[src/hdl/alu8_pkg.sv]
// package for the 8-bit alu with status flags
// holds operation codes and the input and result word types
// no dependencies
package alu8_pkg;

    localparam int unsigned OP_W   = 5;
    localparam int unsigned DATA_W = 8;

    typedef enum logic [OP_W-1:0] {
        OP_ADC = 5'd0,
        OP_SBC = 5'd1,
        OP_AND = 5'd2,
        OP_ORA = 5'd3,
        OP_EOR = 5'd4,
        OP_BIT = 5'd5,
        OP_CMP = 5'd6,
        OP_ASL = 5'd7,
        OP_LSR = 5'd8,
        OP_ROL = 5'd9,
        OP_ROR = 5'd10,
        OP_INC = 5'd11,
        OP_DEC = 5'd12,
        OP_DCP = 5'd13,
        OP_ISC = 5'd14,
        OP_RLA = 5'd15,
        OP_RRA = 5'd16,
        OP_SLO = 5'd17,
        OP_SRE = 5'd18
    } t_op;

    typedef struct packed {
        logic [OP_W-1:0]   op;
        logic [DATA_W-1:0] reg_value;
        logic [DATA_W-1:0] mem_value;
        logic              carry_in;
        logic              zero_in;
        logic              overflow_in;
        logic              negative_in;
    } t_in_word;

    typedef struct packed {
        logic [DATA_W-1:0] reg_out;
        logic [DATA_W-1:0] mem_out;
        logic              carry_out;
        logic              zero_out;
        logic              overflow_out;
        logic              negative_out;
    } t_out_word;

endpackage

[src/hdl/alu_8bit_with_status_flags.sv]
// top level of the 8-bit alu with status flags, binary mode, classic 8-bit cpu operation set
// input register, combinational datapath, result register
// depends on alu8_pkg and alu8_core
//
// One word in, one word out. Each input word carries an operation code, the register
// and memory operands and the incoming C, Z, V and N flags; the result word carries the
// new register value, the new memory value and the four flags. A word held in the input
// register goes through the datapath into the result register once that one is empty or its
// result is being taken, and o_valid rises when the result register is loaded. The block
// accepts one word every cycle as long as the output side takes results; the input register
// and the result register each hold one word, so one more word is taken while a finished
// result waits, after which o_ready stays low until that result is taken (o_ready follows
// i_ready within the cycle). Undefined operation codes return both operands and all flags
// unchanged.
module alu_8bit_with_status_flags
    import alu8_pkg::*;
(
    input  logic      i_clk,
    input  logic      i_rst_n,
    input  logic      i_valid,
    output logic      o_ready,
    input  t_in_word  i_word,
    output logic      o_valid,
    input  logic      i_ready,
    output t_out_word o_word
);

    logic      r_in_valid;
    logic      n_in_valid;
    t_in_word  r_in;
    logic      r_out_valid;
    logic      n_out_valid;
    t_out_word r_out;
    t_out_word core_out;
    logic      out_load;
    logic      in_load;

    alu8_core u_core (
        .i_word (r_in),
        .o_word (core_out)
    );

    assign out_load = r_in_valid && (!r_out_valid || i_ready);
    assign o_ready  = !r_in_valid || out_load;
    assign in_load  = i_valid && o_ready;

    assign n_in_valid  = in_load || (r_in_valid && !out_load);
    assign n_out_valid = out_load || (r_out_valid && !i_ready);

    always_ff @(posedge i_clk) begin
        if (!i_rst_n) begin
            r_in_valid  <= 1'b0;
            r_out_valid <= 1'b0;
        end else begin
            r_in_valid  <= n_in_valid;
            r_out_valid <= n_out_valid;
        end
    end

    always_ff @(posedge i_clk) begin
        if (in_load) begin
            r_in <= i_word;
        end
        if (out_load) begin
            r_out <= core_out;
        end
    end

    assign o_valid = r_out_valid;
    assign o_word  = r_out;

    a_reset_clears: assert property (@(posedge i_clk)
        !i_rst_n |=> !o_valid && !r_in_valid)
        else $error("valid state not cleared by reset");

    a_accept_lands: assert property (@(posedge i_clk) disable iff (!i_rst_n)
        in_load |=> r_in_valid && r_in == $past(i_word))
        else $error("accepted word not held in input register");

    a_undef_passes: assert property (@(posedge i_clk) disable iff (!i_rst_n)
        out_load && (r_in.op > OP_SRE) |=>
            o_word.reg_out == $past(r_in.reg_value) && o_word.mem_out == $past(r_in.mem_value)
            && o_word.carry_out == $past(r_in.carry_in))
        else $error("undefined operation changed a value");

    a_bit_keeps: assert property (@(posedge i_clk) disable iff (!i_rst_n)
        out_load && (r_in.op == OP_BIT) |=>
            o_word.reg_out == $past(r_in.reg_value) && o_word.carry_out == $past(r_in.carry_in))
        else $error("bit changed register or carry");

endmodule

[src/hdl/alu8_core.sv]
// combinational datapath of the 8-bit alu
// one shared adder, one compare subtractor, shift and inc/dec units
// depends on alu8_pkg
module alu8_core
    import alu8_pkg::*;
(
    input  t_in_word  i_word,
    output t_out_word o_word
);

    logic [DATA_W-1:0] a;
    logic [DATA_W-1:0] m;
    logic              c;
    logic [DATA_W-1:0] m_asl;
    logic [DATA_W-1:0] m_lsr;
    logic [DATA_W-1:0] m_rol;
    logic [DATA_W-1:0] m_ror;
    logic [DATA_W-1:0] m_inc;
    logic [DATA_W-1:0] m_dec;
    logic [DATA_W-1:0] add_b;
    logic              add_cin;
    logic [DATA_W:0]   add_sum;
    logic [DATA_W-1:0] add_res;
    logic              add_v;
    logic [DATA_W-1:0] cmp_b;
    logic [DATA_W:0]   cmp_diff;
    logic [DATA_W-1:0] ra;
    logic [DATA_W-1:0] rm;
    logic              rc;
    logic              rz;
    logic              rv;
    logic              rn;
    logic              nz_reg;
    logic              nz_mem;

    assign a = i_word.reg_value;
    assign m = i_word.mem_value;
    assign c = i_word.carry_in;

    assign m_asl = {m[DATA_W-2:0], 1'b0};
    assign m_lsr = {1'b0, m[DATA_W-1:1]};
    assign m_rol = {m[DATA_W-2:0], c};
    assign m_ror = {c, m[DATA_W-1:1]};
    assign m_inc = m + DATA_W'(1);
    assign m_dec = m - DATA_W'(1);

    // adder operand select
    always_comb begin
        add_b   = m;
        add_cin = c;
        unique case (i_word.op)
            OP_SBC: begin
                add_b = ~m;
            end
            OP_ISC: begin
                add_b = ~m_inc;
            end
            OP_RRA: begin
                add_b   = m_ror;
                add_cin = m[0];
            end
            default: begin
                add_b   = m;
                add_cin = c;
            end
        endcase
    end

    assign add_sum = {1'b0, a} + {1'b0, add_b} + {{DATA_W{1'b0}}, add_cin};
    assign add_res = add_sum[DATA_W-1:0];
    assign add_v   = (a[DATA_W-1] ^ add_res[DATA_W-1]) & (add_b[DATA_W-1] ^ add_res[DATA_W-1]);

    assign cmp_b    = (i_word.op == OP_DCP) ? m_dec : m;
    assign cmp_diff = {1'b0, a} - {1'b0, cmp_b};

    always_comb begin
        ra     = a;
        rm     = m;
        rc     = c;
        rz     = i_word.zero_in;
        rv     = i_word.overflow_in;
        rn     = i_word.negative_in;
        nz_reg = 1'b0;
        nz_mem = 1'b0;
        unique case (i_word.op)
            OP_ADC, OP_SBC: begin
                ra     = add_res;
                rc     = add_sum[DATA_W];
                rv     = add_v;
                nz_reg = 1'b1;
            end
            OP_AND: begin
                ra     = a & m;
                nz_reg = 1'b1;
            end
            OP_ORA: begin
                ra     = a | m;
                nz_reg = 1'b1;
            end
            OP_EOR: begin
                ra     = a ^ m;
                nz_reg = 1'b1;
            end
            OP_BIT: begin
                rn = m[DATA_W-1];
                rv = m[DATA_W-2];
                rz = ((a & m) == '0);
            end
            OP_CMP, OP_DCP: begin
                rm = cmp_b;
                rc = ~cmp_diff[DATA_W];
                rz = (a == cmp_b);
                rn = cmp_diff[DATA_W-1];
            end
            OP_ASL: begin
                rm     = m_asl;
                rc     = m[DATA_W-1];
                nz_mem = 1'b1;
            end
            OP_LSR: begin
                rm     = m_lsr;
                rc     = m[0];
                nz_mem = 1'b1;
            end
            OP_ROL: begin
                rm     = m_rol;
                rc     = m[DATA_W-1];
                nz_mem = 1'b1;
            end
            OP_ROR: begin
                rm     = m_ror;
                rc     = m[0];
                nz_mem = 1'b1;
            end
            OP_INC: begin
                rm     = m_inc;
                nz_mem = 1'b1;
            end
            OP_DEC: begin
                rm     = m_dec;
                nz_mem = 1'b1;
            end
            OP_ISC: begin
                rm     = m_inc;
                ra     = add_res;
                rc     = add_sum[DATA_W];
                rv     = add_v;
                nz_reg = 1'b1;
            end
            OP_RLA: begin
                rm     = m_rol;
                rc     = m[DATA_W-1];
                ra     = a & m_rol;
                nz_reg = 1'b1;
            end
            OP_RRA: begin
                rm     = m_ror;
                ra     = add_res;
                rc     = add_sum[DATA_W];
                rv     = add_v;
                nz_reg = 1'b1;
            end
            OP_SLO: begin
                rm     = m_asl;
                rc     = m[DATA_W-1];
                ra     = a | m_asl;
                nz_reg = 1'b1;
            end
            OP_SRE: begin
                rm     = m_lsr;
                rc     = m[0];
                ra     = a ^ m_lsr;
                nz_reg = 1'b1;
            end
            default: begin
                // undefined codes pass everything through
                ra = a;
            end
        endcase
        if (nz_reg) begin
            rz = (ra == '0);
            rn = ra[DATA_W-1];
        end
        if (nz_mem) begin
            rz = (rm == '0);
            rn = rm[DATA_W-1];
        end
    end

    assign o_word.reg_out      = ra;
    assign o_word.mem_out      = rm;
    assign o_word.carry_out    = rc;
    assign o_word.zero_out     = rz;
    assign o_word.overflow_out = rv;
    assign o_word.negative_out = rn;

endmodule
[config.mk]
export PLATFORM = sky130hd
export DESIGN_NAME = alu_8bit_with_status_flags
export DESIGN_NICKNAME = d
export VERILOG_FILES = /design/src/hdl/alu8_pkg.sv /design/src/hdl/alu_8bit_with_status_flags.sv /design/src/hdl/alu8_core.sv
export SDC_FILE = /design/constraint.sdc
export NUM_CORES = 1
export LEC_CHECK = 0
export ABC_AREA = 1
export BUFFER_PORTS_ARGS = -buffer_cell sky130_fd_sc_hd__buf_4
export CAP_MARGIN = 20
export CELL_PAD_IN_SITES_DETAIL_PLACEMENT = 1
export CELL_PAD_IN_SITES_GLOBAL_PLACEMENT = 1
export CORE_UTILIZATION = 25
export DETAILED_ROUTE_END_ITERATION = 8
export PLACE_DENSITY_LB_ADDON = 0.1
export SYNTH_ARGS = -nofsm -noshare
export SYNTH_HDL_FRONTEND = slang
export SYNTH_SLANG_ARGS = --single-unit
[constraint.sdc]
create_clock -name i_clk -period 4.55 [get_ports i_clk]
set_clock_uncertainty 0.05 [all_clocks]
set_input_delay 0.2275 -clock i_clk [delete_from_list [all_inputs] [get_ports i_clk]]
set_output_delay 0.2275 -clock i_clk [all_outputs]
set_load 0.05 [all_outputs]
### Yosys cells after proc, flatten, opt, wreduce, memory -nomap -nowiden

Cells that the tools add are included.

| storage, ports and cells | value |
|---|---|
| flip-flop bits (word level) | 47 |
| input port bits | 29 |
| output and inout port bits | 22 |
| logic and storage cells | 93 |

| operators by class | value |
|---|---|
| add/subtract/negate cells | 5 |
| equality and inequality tests | 19 |
| multiplexer cells | 15 |
| bitwise operators | 12 |
| reductions and logical operators | 27 |

Operators by type and width:

| kind | count |
|---|---|
| one-hot mux 8 bit (7 select lines) | 2 |
| == test 5 x 4 -> 1 bit (second input constant) | 8 |
| logical NOT 8 bit | 3 |
| one-hot mux 8 bit (3 select lines) | 1 |
| == test 5 x 3 -> 1 bit (second input constant) | 4 |
| AND 8 bit | 2 |
| NOT 8 bit | 2 |
| OR 8 bit | 2 |
| == test 5 bit (second input constant) | 3 |
| OR reduction 2 bit | 6 |
| == test 5 x 2 -> 1 bit (second input constant) | 2 |
| OR reduction 10 bit | 1 |
| adder 8 x 8 -> 9 bit | 1 |
| adder 9 x 1 -> 9 bit | 1 |
| subtractor 8 x 8 -> 9 bit | 1 |
| adder 8 x 1 -> 8 bit (second input constant) | 1 |
| == test 8 bit | 1 |
| two-way mux 8 bit | 1 |
| OR reduction 4 bit | 2 |
| subtractor 8 x 1 -> 8 bit (second input constant) | 1 |
| bitwise XOR 8 x 7 -> 8 bit | 1 |
| bitwise XOR 8 bit | 1 |
| two-way mux 1 bit | 7 |
| one-hot mux 1 bit (2 select lines) | 3 |
| other kinds (11) | 21 |

### Logic depth before layout (Yosys ltp)

| depth | value |
|---|---|
| depth in word-level cells | 9 |
| mapped depth | 27 |

### Hierarchy

From an unflattened synthesis, not the netlist that was laid out.

| second synthesis, totals | value |
|---|---|
| cells, all modules | 632 |
| area total of the unflattened synthesis | 4476.8 sq um |

Modules (own cells, without submodules):

| module | times used | cells an instance | area an instance (sq um) |
|---|---|---|---|
| alu8_core | 1 | 574 | 3030.4 |
| alu_8bit_with_status_flags | 1 | 58 | 1446.4 |

### Worst setup path before layout

OpenSTA, ideal clock, no wires.

| timing | value |
|---|---|
| kind | register to register |
| start | register r_in[22] in the netlist's numbering |
| end | register r_out (netlist bit o_word[2]), data pin |
| library setup time | 0.130 ns |
| arrival | 3.282 ns |
| data required time | 4.370 ns |
| setup slack | 1.088 ns |
| cell stages (with the launch flop) | 24 |
| buffers on the path | 1 |
| clock period less this slack | 3.462 ns |
| cell sequence | edfxtp_1 > nor2_2 > nand3_2 > inv_2 > nor2_1 > buf_2 > o21ai_0 > o221ai_1 > fa_1 > inv_1 > fa_1 > inv_1 > nand2_1 > a21oi_1 > or2_2 > nand3_1 > nand3_1 > nor2_1 > nand2_1 > nor2_1 > nand2_1 > nand2_1 > nand2_1 > nand2_1 |

RTL lines:

| element | RTL line | source |
|---|---|---|
| from (decl) | alu_8bit_with_status_flags.sv:30 | `t_in_word r_in;` |
| from (signal assigned) | alu_8bit_with_status_flags.sv:62 | `r_in <= i_word;` |
| to (signal assigned) | alu_8bit_with_status_flags.sv:65 | `r_out <= core_out;` |
| to (decl) | alu_8bit_with_status_flags.sv:33 | `t_out_word r_out;` |

==> impl_results.md <==
- Count of final setup violators: 0
- Overflow after GRT: 0
- CP Max Fanout: 13
- Die width: 135.0 um
- Setup_tns: 0 ns
- Port Buffers: 50
- Post-CTS Resized: 0
- EDFF count, synth: 45
- Top-area cell type share of the netlist area: 30.57%
- P&R area growth vs syn: 20.15%
- Antenna Cells: 0
- Static Leak: 0.002551 uW
- Largest family of logic cells by synthesized area: simple AND/OR/NAND/NOR gates
- FF-to-FF Start: r_in[24]
- Worst-path clk slew: 0.07 ns
- Crit path time final: 4.065 ns
- Via count: 4465
- Min-Delay Path Depth: 1
- Kind of critical path: reg -> reg
- Place WS: 0.5331 ns
- CP Launch Type: register
- Simple logic cell fraction of the synthesized area: 37.45%
- Synth warnings: 0
- RSZ-0062 raised after global routing: false
- DPL Wire Length: 13750 um
- Setup WS post-layout: 0.4847 ns
- Die footprint: 18220 um^2
- Final Cycle Share: 89.35%
- Maximum VDD drop: 0.0001450 V
- Drt drc: 0
- Mapped Cells: 638
- CP startpoint: r_in[24]
- Syn Area/Cell: 6.929 um^2
- Core region area: 17300 um^2
- CTS tree: done
- Iteration-0 DRC count of the detailed router: 231
- CP Capture Point: o_word[2]
- Post-route ant nets: 0
- All-layer global routing usage: 19.76%
- CP required: 4.66 ns
- Routability cong.: 0.8562
- Clk root buf: clkbuf_16
- First-pass GRT wire length: 26300 um
- Fmax: 0.2460 GHz
- Vias per cell: 4.853
- Yosys reg bits: 47
- Initial Utilization: 25.56%
- Post-synthesis xor/xnor area fraction: 1.783%
- Pins Over Slew Limit: 0
- Commonest register cell after synthesis: edfxtp_1
- Library cells used by synthesis: 41
- Slew Limit Headroom: 29.74%
- Final hold vios: 0
- Commonest cells post-synth: nand2_1 (176), nor2_1 (79), inv_1 (70)
- Syn_nets: 703
- FP Rows: 48
- Post-synthesis async set-or-reset flop share: 0%
- WL/cell: 18.73 um
- H-tree depth: 2
- Post-synthesis mux area share: 0%
- Drt total wl: 17230 um
- R2R Path End: o_word[2]
- TritonRoute pass-1 iters: 5
- Setup Buffers After CTS: 0
- Post-synthesis compound-gate area fraction: 10.08%
- Largest net degree at the start of global routing: 26
- Register area share after synthesis: 31.47%
- Count leader, synth: nand2_1
- Worst-Skew Late Latency: 0.30 ns
- Reg2Reg Setup Slack: 0.48 ns
- Vias in the first global route: 4487
- Status: complete, no violations
- Cell taking the most area after synthesis: edfxtp_1
- # clock sinks: 47
- Post-layout nets: 759
- Initial antenna violation count: 0
- Worst Path Arrival: 4.18 ns
- I/O pin cnt: 51
- Synth Area in Adders: 10.53%
- Mapped Area: 4420 um^2
- Slew @ Worst Pin: 1.054 ns
- Reg2Reg Depth: 23
- Pwr dens: 265.6 nW/um^2
- HP Class: in -> reg
- Layout cell share with drive strength beyond 1: 16.83%
- Max Cap Viol: 0
- CP Capture Type: register
- Post-CTS Hold Buffers: 0
- Max clock buf depth: 2
- Total CTS buffers: 5
- Die span in y: 135.0 um
- Synth area leaders: edfxtp_1 (31%), nand2_1 (15%), ha_1 (9.6%)
## sequential cells by signal, indices dropped and copies added, names as in the netlist
signal      flops
o_word         20
o_valid         1
r_in           25
r_in_valid      1
## routing by layer
layer	GRT usage, %	vias to the layer above	part of all wire (%)
met1	26.30	2130	48
met4	4.370	0	1.2
li1	-	2211	-
met2	33.56	109	47
met3	3.003	15	4.3
met5	0	-	0
## how the worst min path moves through the flow
| stage | start | to | slack [ns] |
|---|---|---|---|
| after detailed placement | i_word[12] | r_in[12] | 0.36 |
| final | i_word[24] | r_in[24] | 0.05 |
| after global routing | i_word[22] | r_in[22] | 0.04 |
| after floorplan | i_word[0] | r_in[0] | 0.28 |
| after global placement | i_word[18] | r_in[18] | 0.36 |
| after CTS | i_word[24] | r_in[24] | 0.04 |
## report_power, final
group | switching [uW] | internal, uW
Combinational | 287 | 143
Clock | 160 | 273
Sequential | 35.2 | 513
## critical path: stages (launching register included)
cell      delay, ns
edfxtp_1       0.60
inv_1          0.41
nand3_4        0.21
nand2_1        0.10
nor2_1         0.04
buf_4          0.18
o21ai_0        0.16
o221ai_1       0.17
fa_1           0.48
inv_1          0.09
fa_1           0.20
inv_1          0.05
nand2_1        0.08
a21oi_1        0.09
or2_2          0.29
nand3_1        0.08
nand3_1        0.11
nor2_1         0.17
nand2_1        0.07
nor2_1         0.08
nand2_1        0.06
nand2_1        0.05
nand2_1        0.04
nand2_1        0.05
## cell usage in the layout (no fill, tap or decap), types with 2 or more instances in the layout
cell,Yosys,routed
inv_1,70,70
nand3_1,56,56
o21a_1,2,2
buf_4,1,64
dfxtp_1,2,2
or2_2,6,6
a211oi_1,4,4
nand4_1,10,10
nor3_1,6,6
fa_1,2,2
ha_1,34,34
nor2_1,79,79
nor2_2,11,11
nand2_1,176,176
o211ai_1,2,2
clkbuf_16,0,5
nand3b_1,6,6
a21oi_1,30,29
o21ai_0,27,27
o2111ai_1,2,2
xnor2_1,3,3
o22ai_1,6,6
nand2_2,6,6
nand3_2,4,4
nor4_1,3,3
nand2_4,2,2
xor2_1,6,6
edfxtp_1,45,45
clkinv_1,2,2
inv_2,10,10
## per-stage QoR
stage | power (uW) | utilization, % | hold slack, ns | std cells | cell area [um^2]
2_1_floorplan | 828.5 | - | 0.2764 | 638 | 4420
3_3_place_gp | 978.8 | 29.54 | 0.3554 | 911 | 5110
3_5_place_dp | 984.5 | 29.54 | 0.3568 | 911 | 5110
4_1_cts | 1428 | 30.55 | 0.03817 | 919 | 5284
5_1_grt | 1489 | 30.71 | 0.03779 | 920 | 5311
6_report | 1411 | 30.71 | 0.04701 | 920 | 5311
## cells by family after synthesis
group                      count (synthesis)
and+or+nand+nor                          369
buffers and inverters                     98
AOI/OAI and AO/OA                         79
DFF                                       47
adders and majority gates                 36
xor gates and xnor gates                   9
## cell type report
| cell class | count | area [um^2] |
|---|---|---|
| Sequential cell | 47 | 1391 |
| Timing Repair Buffer | 65 | 508.0 |
| Clock buffer | 6 | 138.9 |
| Inverter | 82 | 307.8 |
| Multi-Input combinational cell | 493 | 2649 |
| Clock inverter | 2 | 35.03 |
| Fill cell | 2161 | 11990 |
| Tap cell | 225 | 281.5 |
No activity file was read; power rests on OpenSTA's default activity.
